===== src/hw/rtl/hnks_pkg.sv =====
// Shared types, widths and helper functions for the nearest-key search block.
// Depends on nothing; every other file but hnks_ram imports it.
package hnks_pkg;

   localparam int TABLE_DEPTH   = 8192;
   localparam int FRACTION_BITS = 8;
   localparam int LAST_ROW_RESET = 6560;

   localparam int ROW_W     = $clog2(TABLE_DEPTH);
   localparam int FIELD_ROW_W = 13;
   localparam int KEY_W     = 9;
   localparam int QUERY_W   = 17;
   localparam int NUM_COLS  = 4;
   localparam int COL_W     = $clog2(NUM_COLS);
   localparam int SCALED_W  = KEY_W + FRACTION_BITS;
   localparam int DIFF_W    = ((SCALED_W > QUERY_W) ? SCALED_W : QUERY_W) + 2;
   localparam int WORD_W    = KEY_W * NUM_COLS;

   typedef logic [KEY_W-1:0]               key_type;
   typedef key_type [NUM_COLS-1:0]         row_word_type;
   typedef logic [QUERY_W-1:0]             query_type;
   typedef query_type [NUM_COLS-1:0]       query_vec_type;
   typedef logic [ROW_W-1:0]               row_index_type;
   typedef logic [COL_W-1:0]               col_type;
   typedef logic signed [DIFF_W-1:0]       diff_type;

   // Result of the shared compare unit.
   typedef struct packed {
      logic above;
      logic take_front;
      logic equal;
   } cmp_result_type;

   // Status the sequencer reports to the top level.
   typedef struct packed {
      logic          idle;
      logic          done;
      row_index_type nearest_row;
   } seq_status_type;

   // Column 0 is the view elevation, which sits in the top slot of a row word.
   function automatic key_type col_key(input row_word_type word, input col_type col);
      col_type slot;
      slot = col_type'(NUM_COLS - 1) - col;
      return word[slot];
   endfunction

   // Fixed-point value truncated toward zero to whole degrees.
   function automatic diff_type trunc_whole(input diff_type v);
      diff_type mag;
      mag = (v < 0) ? -v : v;
      mag = mag >>> FRACTION_BITS;
      return (v < 0) ? -mag : mag;
   endfunction

endpackage


===== src/hw/rtl/hnks_cmp.sv =====
// Shared compare unit: key against query angle, nearer-side decision and key equality.
// Depends on hnks_pkg.
module hnks_cmp
   import hnks_pkg::*;
(
   input  key_type        cur_key,
   input  key_type        ref_key,
   input  query_type      query,
   output cmp_result_type result
);

   diff_type cur_s;
   diff_type ref_s;
   diff_type q_s;
   diff_type upper_dist;
   diff_type lower_dist;

   assign cur_s = diff_type'(cur_key) <<< FRACTION_BITS;
   assign ref_s = diff_type'(ref_key) <<< FRACTION_BITS;
   assign q_s   = diff_type'(query);

   // The reference key is the upper neighbor, the current key the lower one.
   assign upper_dist = trunc_whole(ref_s - q_s);
   assign lower_dist = trunc_whole(q_s - cur_s);

   assign result.above      = cur_s > q_s;
   assign result.take_front = upper_dist <= lower_dist;
   assign result.equal      = cur_key == ref_key;

endmodule


===== src/hw/rtl/hnks_seq.sv =====
// Search sequencer: walks the table one row per read, column by column.
// Depends on hnks_pkg and hnks_cmp.
module hnks_seq
   import hnks_pkg::*;
(
   input  logic            clock,
   input  logic            reset,
   input  logic            start,
   input  query_vec_type   query,
   input  row_index_type   first_back,
   input  logic            out_free,
   output row_index_type   rd_addr,
   input  row_word_type    rd_data,
   output seq_status_type  status
);

   typedef enum logic [3:0] {
      S_IDLE,
      S_SCAN_RD,
      S_SCAN_EV,
      S_LOW_RD,
      S_LOW_EV,
      S_RUN_RD,
      S_RUN_EV,
      S_NEXT,
      S_DONE
   } state_type;

   state_type      state_ff, state_in;
   row_index_type  front_ff, front_in;
   row_index_type  back_ff, back_in;
   row_index_type  p_ff, p_in;
   col_type        col_ff, col_in;
   key_type        ref_key_ff, ref_key_in;
   logic           fwd_ff, fwd_in;
   query_vec_type  q_ff, q_in;

   key_type        cur_key;
   cmp_result_type cmp;
   row_index_type  p_dec;
   row_index_type  step;

   assign cur_key = col_key(rd_data, col_ff);
   assign p_dec   = p_ff - 1'b1;
   assign step    = fwd_ff ? (p_ff + 1'b1) : p_dec;

   hnks_cmp u_cmp (
      .cur_key (cur_key),
      .ref_key (ref_key_ff),
      .query   (q_ff[col_ff]),
      .result  (cmp)
   );

   always_comb begin
      state_in   = state_ff;
      front_in   = front_ff;
      back_in    = back_ff;
      p_in       = p_ff;
      col_in     = col_ff;
      ref_key_in = ref_key_ff;
      fwd_in     = fwd_ff;
      q_in       = q_ff;
      rd_addr    = p_ff;
      unique case (state_ff)
         S_IDLE: begin
            if (start) begin
               q_in     = query;
               front_in = '0;
               back_in  = first_back;
               p_in     = '0;
               col_in   = '0;
               state_in = S_SCAN_RD;
            end
         end
         S_SCAN_RD: begin
            state_in = S_SCAN_EV;
         end
         S_SCAN_EV: begin
            ref_key_in = cur_key;
            if (!cmp.above && (p_ff < back_ff)) begin
               p_in     = p_ff + 1'b1;
               state_in = S_SCAN_RD;
            end else if (cmp.above && (p_ff != '0)) begin
               state_in = S_LOW_RD;
            end else if (cmp.above) begin
               // First key above sits at row 0: no lower neighbor, keep the front.
               front_in = p_ff;
               fwd_in   = 1'b1;
               if (p_ff < back_ff) begin
                  state_in = S_RUN_RD;
               end else begin
                  back_in  = p_ff;
                  state_in = S_NEXT;
               end
            end else begin
               fwd_in = 1'b0;
               if (p_ff > front_ff) begin
                  state_in = S_RUN_RD;
               end else begin
                  front_in = p_ff;
                  state_in = S_NEXT;
               end
            end
         end
         S_LOW_RD: begin
            rd_addr  = p_dec;
            state_in = S_LOW_EV;
         end
         S_LOW_EV: begin
            if (cmp.take_front) begin
               front_in = p_ff;
               fwd_in   = 1'b1;
               if (p_ff < back_ff) begin
                  state_in = S_RUN_RD;
               end else begin
                  back_in  = p_ff;
                  state_in = S_NEXT;
               end
            end else begin
               p_in       = p_dec;
               back_in    = p_dec;
               ref_key_in = cur_key;
               fwd_in     = 1'b0;
               if (p_dec > front_ff) begin
                  state_in = S_RUN_RD;
               end else begin
                  front_in = p_dec;
                  state_in = S_NEXT;
               end
            end
         end
         S_RUN_RD: begin
            rd_addr  = step;
            state_in = S_RUN_EV;
         end
         S_RUN_EV: begin
            if (cmp.equal) begin
               p_in = step;
               if (fwd_ff) begin
                  if (step < back_ff) begin
                     state_in = S_RUN_RD;
                  end else begin
                     back_in  = step;
                     state_in = S_NEXT;
                  end
               end else begin
                  if (step > front_ff) begin
                     state_in = S_RUN_RD;
                  end else begin
                     front_in = step;
                     state_in = S_NEXT;
                  end
               end
            end else begin
               if (fwd_ff) begin
                  back_in = p_ff;
               end else begin
                  front_in = p_ff;
               end
               state_in = S_NEXT;
            end
         end
         S_NEXT: begin
            if (col_ff == col_type'(NUM_COLS - 1)) begin
               state_in = S_DONE;
            end else begin
               col_in   = col_ff + 1'b1;
               p_in     = front_ff;
               state_in = S_SCAN_RD;
            end
         end
         S_DONE: begin
            if (out_free) begin
               state_in = S_IDLE;
            end
         end
         default: begin
            state_in = S_IDLE;
         end
      endcase
   end

   always_ff @(posedge clock) begin
      if (reset) begin
         state_ff <= S_IDLE;
      end else begin
         state_ff <= state_in;
      end
      front_ff   <= front_in;
      back_ff    <= back_in;
      p_ff       <= p_in;
      col_ff     <= col_in;
      ref_key_ff <= ref_key_in;
      fwd_ff     <= fwd_in;
      q_ff       <= q_in;
   end

   assign status.idle        = state_ff == S_IDLE;
   assign status.done        = state_ff == S_DONE;
   assign status.nearest_row = back_ff;

endmodule


===== config.mk =====
export PLATFORM = sky130hd
export DESIGN_NAME = hnks_seq
export DESIGN_NICKNAME = d
export VERILOG_FILES = /design/src/hw/rtl/hnks_pkg.sv /design/src/hw/rtl/hnks_cmp.sv /design/src/hw/rtl/hnks_seq.sv
export SDC_FILE = /design/constraint.sdc
export NUM_CORES = 1
export LEC_CHECK = 0
export BUFFER_PORTS_ARGS = -buffer_cell sky130_fd_sc_hd__buf_2
export CAP_MARGIN = 15
export CORE_AREA = 2 2 194 101
export DETAILED_ROUTE_END_ITERATION = 16
export DIE_AREA = 0 0 196 103
export HOLD_SLACK_MARGIN = 0.1
export PLACE_DENSITY = 0.82
export SLEW_MARGIN = 20
export SYNTH_ARGS = -nofsm -noshare
export SYNTH_HDL_FRONTEND = slang
export SYNTH_SLANG_ARGS = --single-unit

===== constraint.sdc =====
create_clock -name clock -period 10.6 [get_ports clock]
set_input_delay 0 -clock clock [delete_from_list [all_inputs] [get_ports clock]]
set_output_delay 0 -clock clock [all_outputs]
set_load 0.005 [all_outputs]

* Word-level counts from Yosys, hierarchy flattened
Cells that the tools add are included.
** Storage, ports and cells
- Bits in registers :: 123
- Input bits :: 121
- Output and inout port bits :: 28
- Logic and storage cells :: 137
** Cells by class
- Reduce and logical (&&, ||, !) cells :: 17
- Equal/unequal tests :: 25
- $lt $le $gt $ge :: 11
- Multiplexer cells :: 63
- $add $sub $neg :: 10
** Operator list (count)
- $mux 13 :: 26
- $pmux 13 s4 :: 2
- $mux 19 :: 4
- $pmux 13 s5 :: 1
- $gt 13x13->1 :: 3
- $neg 11->19 :: 2
- $neg 18->19 :: 2
- $lt 18x1->1 const B :: 2
- $mux 4 :: 9
- $pmux 4 s9 :: 1
- $sub 17x17->18 :: 2
- $bmux 17 s2 :: 1
- $lt 13x13->1 :: 2
- $pmux 13 s2 :: 1
- $ne 2x2->1 const B :: 11
- $le 19x19->1 :: 1
- $bmux 9 s2 :: 1
- $mux 9 :: 2
- $pmux 9 s2 :: 1
- $gt 17x17->1 :: 1
- $mux 17 :: 1
- $eq 4x3->1 const B :: 4
- $mux 2 :: 7
- $add 13x1->13 const B :: 1
- other kinds (25) :: 38

* Logic depth before layout (Yosys ltp)
- Depth after elaboration :: 11
- Depth in mapped cells :: 34
- Mapped depth without buffers :: 29

* By module
Synthesis repeated with hierarchy kept, for this count alone.
** Second synthesis, totals
- Cell total of the unflattened synthesis :: 1264
- Area, all modules :: 11641.2 µm²
** By module, submodules not included
- hnks_seq :: cells each 789, area an instance 8419.3 µm², times used 1, seq. area each 3653.5 µm²
- hnks_cmp :: cells each 475, area an instance 3221.8 µm², times used 1, seq. area each 0.0 µm²

* Worst setup path before layout
Ideal clock, no wire load.
- Kind :: flip-flop to flip-flop
- Start point :: register col_ff[0]
- End point :: register front_ff[0], enable pin
- Data arrival time :: 8894 ps
- Data required time :: 10144 ps
- Path buffers :: 4
- Slack :: 1250 ps
- Clock period less this slack :: 9350 ps
- Stages on the path, launching flop included :: 29
- Setup time :: 456 ps
- Cells stage by stage :: edfxtp_1 -> buf_6 -> buf_1 -> buf_1 -> mux4_2 -> inv_1 -> ha_1 -> nand2_1 -> nor3_1 -> or4b_4 -> a311oi_4 -> buf_6 -> nor2_1 -> xnor2_1 -> ha_1 -> inv_1 -> o31ai_1 -> xor2_1 -> ha_1 -> a21o_1 -> a21o_1 -> a21oi_1 -> a21o_1 -> a21oi_1 -> o31a_1 -> o21a_1 -> o21ai_1 -> a21oi_1 -> a2111oi_0
** On the way
- Cells in the longest elaborated chain, start to end :: 11
- Elaborated cells on any way between the ends :: 29
- Those cells by class :: add/sub (7); order compare (4); eq/ne (6); mux (8); reduce/logical (4)
** Ends and longest elaborated chain
- start, declared :: RTL line hnks_seq.sv:33 : col_type col_ff, col_in;
- start signal, assigned :: RTL line hnks_seq.sv:192 : col_ff <= col_in;
- $sub 2x2->2 :: RTL line hnks_pkg.sv:44 : slot = col_type'(NUM_COLS - 1) - col;
- $bmux 9 s2 :: RTL line hnks_pkg.sv:45 : return word[slot];
- $mux 9 (not written as such) :: RTL line hnks_pkg.sv:45
- $sub 17x17->18 :: RTL line hnks_cmp.sv:24 : assign lower_dist = trunc_whole(q_s - cur_s);
- $neg 18->19 or $lt 18x1->1 (tied branches) :: RTL line hnks_pkg.sv:51, hnks_pkg.sv:53
- $mux 19 :: RTL line hnks_pkg.sv:51 : mag = (v < 0) ? -v : v;
- $neg 11->19 :: RTL line hnks_pkg.sv:53 : return (v < 0) ? -mag : mag;
- $mux 19 :: RTL line hnks_pkg.sv:53
- $le 19x19->1 :: RTL line hnks_cmp.sv:27 : assign result.take_front = upper_dist <= lower_dist;
- $ne 3x3->1 (no source line)
- $reduce_and 8->1 (no source line) *
- end signal, assigned :: RTL line hnks_seq.sv:189 : front_ff <= front_in;
- end, declared :: RTL line hnks_seq.sv:30 : row_index_type front_ff, front_in;
Mark *: on every way between the ends. The rest lies on a longest branch, timed or not. The select of a mux whose other input is x is not followed.
A chain may end at the register's enable or synchronous reset.

* Worst setup path in the final report
- Start point :: register col_ff[0]
- End point :: register back_ff[0] (data pin)
** On the way
- Cells in the longest elaborated chain, start to end :: 11
- Elaborated cells on any way between the ends :: 22
- Those cells by class :: add/sub (7); order compare (3); eq/ne (1); mux (11)
** Ends and longest elaborated chain
- $sub 2x2->2 :: RTL line hnks_pkg.sv:44
- $bmux 9 s2 :: RTL line hnks_pkg.sv:45
- $mux 9 (not written as such) :: RTL line hnks_pkg.sv:45
- $sub 17x17->18 :: RTL line hnks_cmp.sv:24
- $neg 18->19 or $lt 18x1->1 (tied branches) :: RTL line hnks_pkg.sv:51, hnks_pkg.sv:53
- $mux 19 :: RTL line hnks_pkg.sv:51
- $neg 11->19 :: RTL line hnks_pkg.sv:53
- $mux 19 :: RTL line hnks_pkg.sv:53
- $le 19x19->1 :: RTL line hnks_cmp.sv:27
- $mux 13 :: RTL line hnks_seq.sv:110 : if (cmp.take_front) begin
- $pmux 13 s4 * :: RTL line hnks_seq.sv:64 : unique case (state_ff)
- via back_in[0] :: RTL line hnks_seq.sv:31 : row_index_type back_ff, back_in;
- end signal, assigned :: RTL line hnks_seq.sv:190 : back_ff <= back_in;
- end, declared :: RTL line hnks_seq.sv:31
The timed path passes the listed nets; every way through them passes the cells marked *. The select of a mux whose other input is x is not followed.

==> results.toml <==
[layout]
multi_input_area_um2 = 6800
drive_above_1_share_pct = 19.6
fin_nets = 1578
regArea_um2 = 3650
area_growth_syn_to_layout_pct = 24.4
fin_util_pct = 72.2
fin_area_um2 = 13500
fillCellCount = 1214

[timing]
slew_viol_final = 0
worstMarginPinSlew_ps = 1150
max_freq_mhz = 117
period_share_pct = 80.6
rsz0062_at_grt = "false"
setup_viol_count_final = 0
fin_skew_ps = 14.3
slew_headroom_pct = 23.1
finalHoldViolations = 0
min_period_ps = 8540
fin_tns_setup_ps = 0

[clocking]
ctsHoldBuffers = 102
worstSkewPairLatency_ps = 450
cts.sink_count = 123
tritoncts = "done"
postCtsSetupBuffers = 0
cts_resized = 0
cts_buffers = 17
clock_path_buffers = 2
root_buffer = "clkbuf_16"
h-tree-depth = 4
path_clk_slew_ps = 70

[floorplan]
initial_core_util_pct = 58.1
ioPinCount = 149
std_cell_rows = 36
core_area_um2 = 18700
die_w_um = 196
die_area_um2 = 20200
die_h_um = 103

[detailed_routing]
wl_um = 41300
post_drt_via_cell_ratio = 6.91
ant_nets = 0
drc = 0
wl_per_cell_um = 25.6
num_vias = 11133
drt_iter0_markers = 2080
firstDrtPassIters = 7

[synth]
ys_ff_latch = 123
synth_cells = 1109
synth_cell_types = 83
synthArstFlopShare_pct = 0
synth_top_area_cell = "edfxtp_1"
synth_warnings = 0
netlist_top_cells_area = "edfxtp_1 (33%), ha_1 (12%), mux4_2 (5.2%)"
yosysMostFrequentCell = "edfxtp_1"
synth_edf_count = 119
synth_common_cells = "edfxtp_1 (119), ha_1 (107), nor2_1 (81), nand2_1 (76)"
synth_top_area_share_pct = 32.9
syn_area_per_cell_um2 = 9.81
synthFlopType = "edfxtp_1"
syn_nets = 1338
ys_seq_area_share_pct = 33.6
netlist_area_um2 = 10900

[critical_path]
end_kind = "flop"
reg2reg_depth = 26
cp_max_fo = 22
critPathLaunchType = "flop"
critPathKind = "reg2reg"
cp_data_required_time_ps = 10790
worstPathArrival_ps = 8730
reg2reg_slack_ps = 2060

[global_routing]
grt_pass1_vias = 10560
grt_overflow = 0
grt_usage_pct = 41.3
antenna_found_initial = 3
grt_pass1_wl_um = 62000
grt_max_degree = 69

[placement]
place_area_um2 = 11900
place_congestion = 1.00
dp_hpwl_um = 27600
io_buffers = 148

[min_path]
holdPathStages = 2
hold_class = "in2reg"

[outcome]
status = "complete, no violations"

[flow_run]
max-cap-violations = 0
[routing by layer]
metal / global-route usage (%) / share of wire, %
met1: 54.9 / 38
met2: 58.4 / 40
met3: 17.9 / 17
met4: 18.5 / 4.7
met5: 2.08 / 0
[layout make-up]
class | instances | area share (%)
Multi-Input combinational cell | 868 | 50.3
Sequential cell | 123 | 27.0
Timing Repair Buffer | 268 | 14.0
Clock buffer | 17 | 3.14
Tap cell | 247 | 2.28
Inverter | 71 | 1.99
Clock inverter | 15 | 1.28
Antenna cell | 2 | 0.0370
[kinds of logic after synthesis]
family,Yosys count,synth area share [%]
adder cells (fa/ha/maj),108,12.5
buffers and inverters,118,4.24
flip-flops,123,33.6
XOR/XNOR,86,7.27
multiplexers,51,7.86
AO/OA/AOI/OAI,303,19.4
AND/OR/NAND/NOR,320,15.1
[registers in the layout, indices dropped and copies added, names as in the netlist]
name	count
state_ff	4
back_ff	13
ref_key_ff	9
p_ff	13
q_ff	68
front_ff	13
col_ff	2
fwd_ff	1
[stage by stage]
stage / instances / worst slack [ps] / hold slack [ps]
finish: 1611 / 2060 / 257
global placement: 1475 / 2590 / 176
global route: 1611 / 1500 / 272
detailed placement: 1475 / 2350 / 178
CTS: 1609 / 2320 / 255
floorplan: 1109 / 1250 / 69.4
[layout by cell type, fill, tap and decap left out, drive strengths merged, types with 7 or more instances in the layout]
cell         synthesis  final
ha                 107    107
a41oi               10     10
edfxtp             119    119
o21bai               7      7
a31oi                8      8
mux2i               13     13
nor2                81     81
nand4               15     15
nor3                26     26
xor2                33     33
o211ai              10     10
clkbuf              36     17
a21oi               70     70
o21a                36     36
xnor2               53     53
nand2b               9      9
mux4                26     26
inv                 71     82
a21o                28     28
a221o               25     25
buf                 11    166
or3                 10     10
nand2               76     76
o22ai                8      8
nand3               37     37
dlygate4sd3          0    102
and2                10     10
a211oi               8      8
nor2b               18     18
nor4                 7      7
o21ai               55     55
mux2                12     12
[final timing paths]
kind                     from    endpoint
hold / removal      query[35]    q_ff[35]
hold reg to reg   front_ff[3]     p_ff[3]
setup reg to reg    col_ff[0]  back_ff[0]
setup / recovery    col_ff[0]  back_ff[0]
[critical path, stage by stage (launching register included)]
cell      delay (ps)
edfxtp_1         650
buf_4            480
mux4_2           650
inv_1            100
ha_1             250
nand2_1          100
nor3_1           420
or4b_4           540
a311oi_4         700
nor2_1           190
xnor2_1          320
ha_1             260
inv_1            130
o31ai_1          310
xor2_1           110
ha_1             310
nand4_1          110
o21bai_1         180
a21o_1           160
a21oi_1          120
o31a_1           140
o21a_1           170
o21ai_1          100
buf_4            230
a21oi_1          930
a21boi_0         290
o22a_1           300
Power is left out: the tool's default activity adds up to more than one toggle a clock period on the data nets, which glitch-free logic cannot reach.
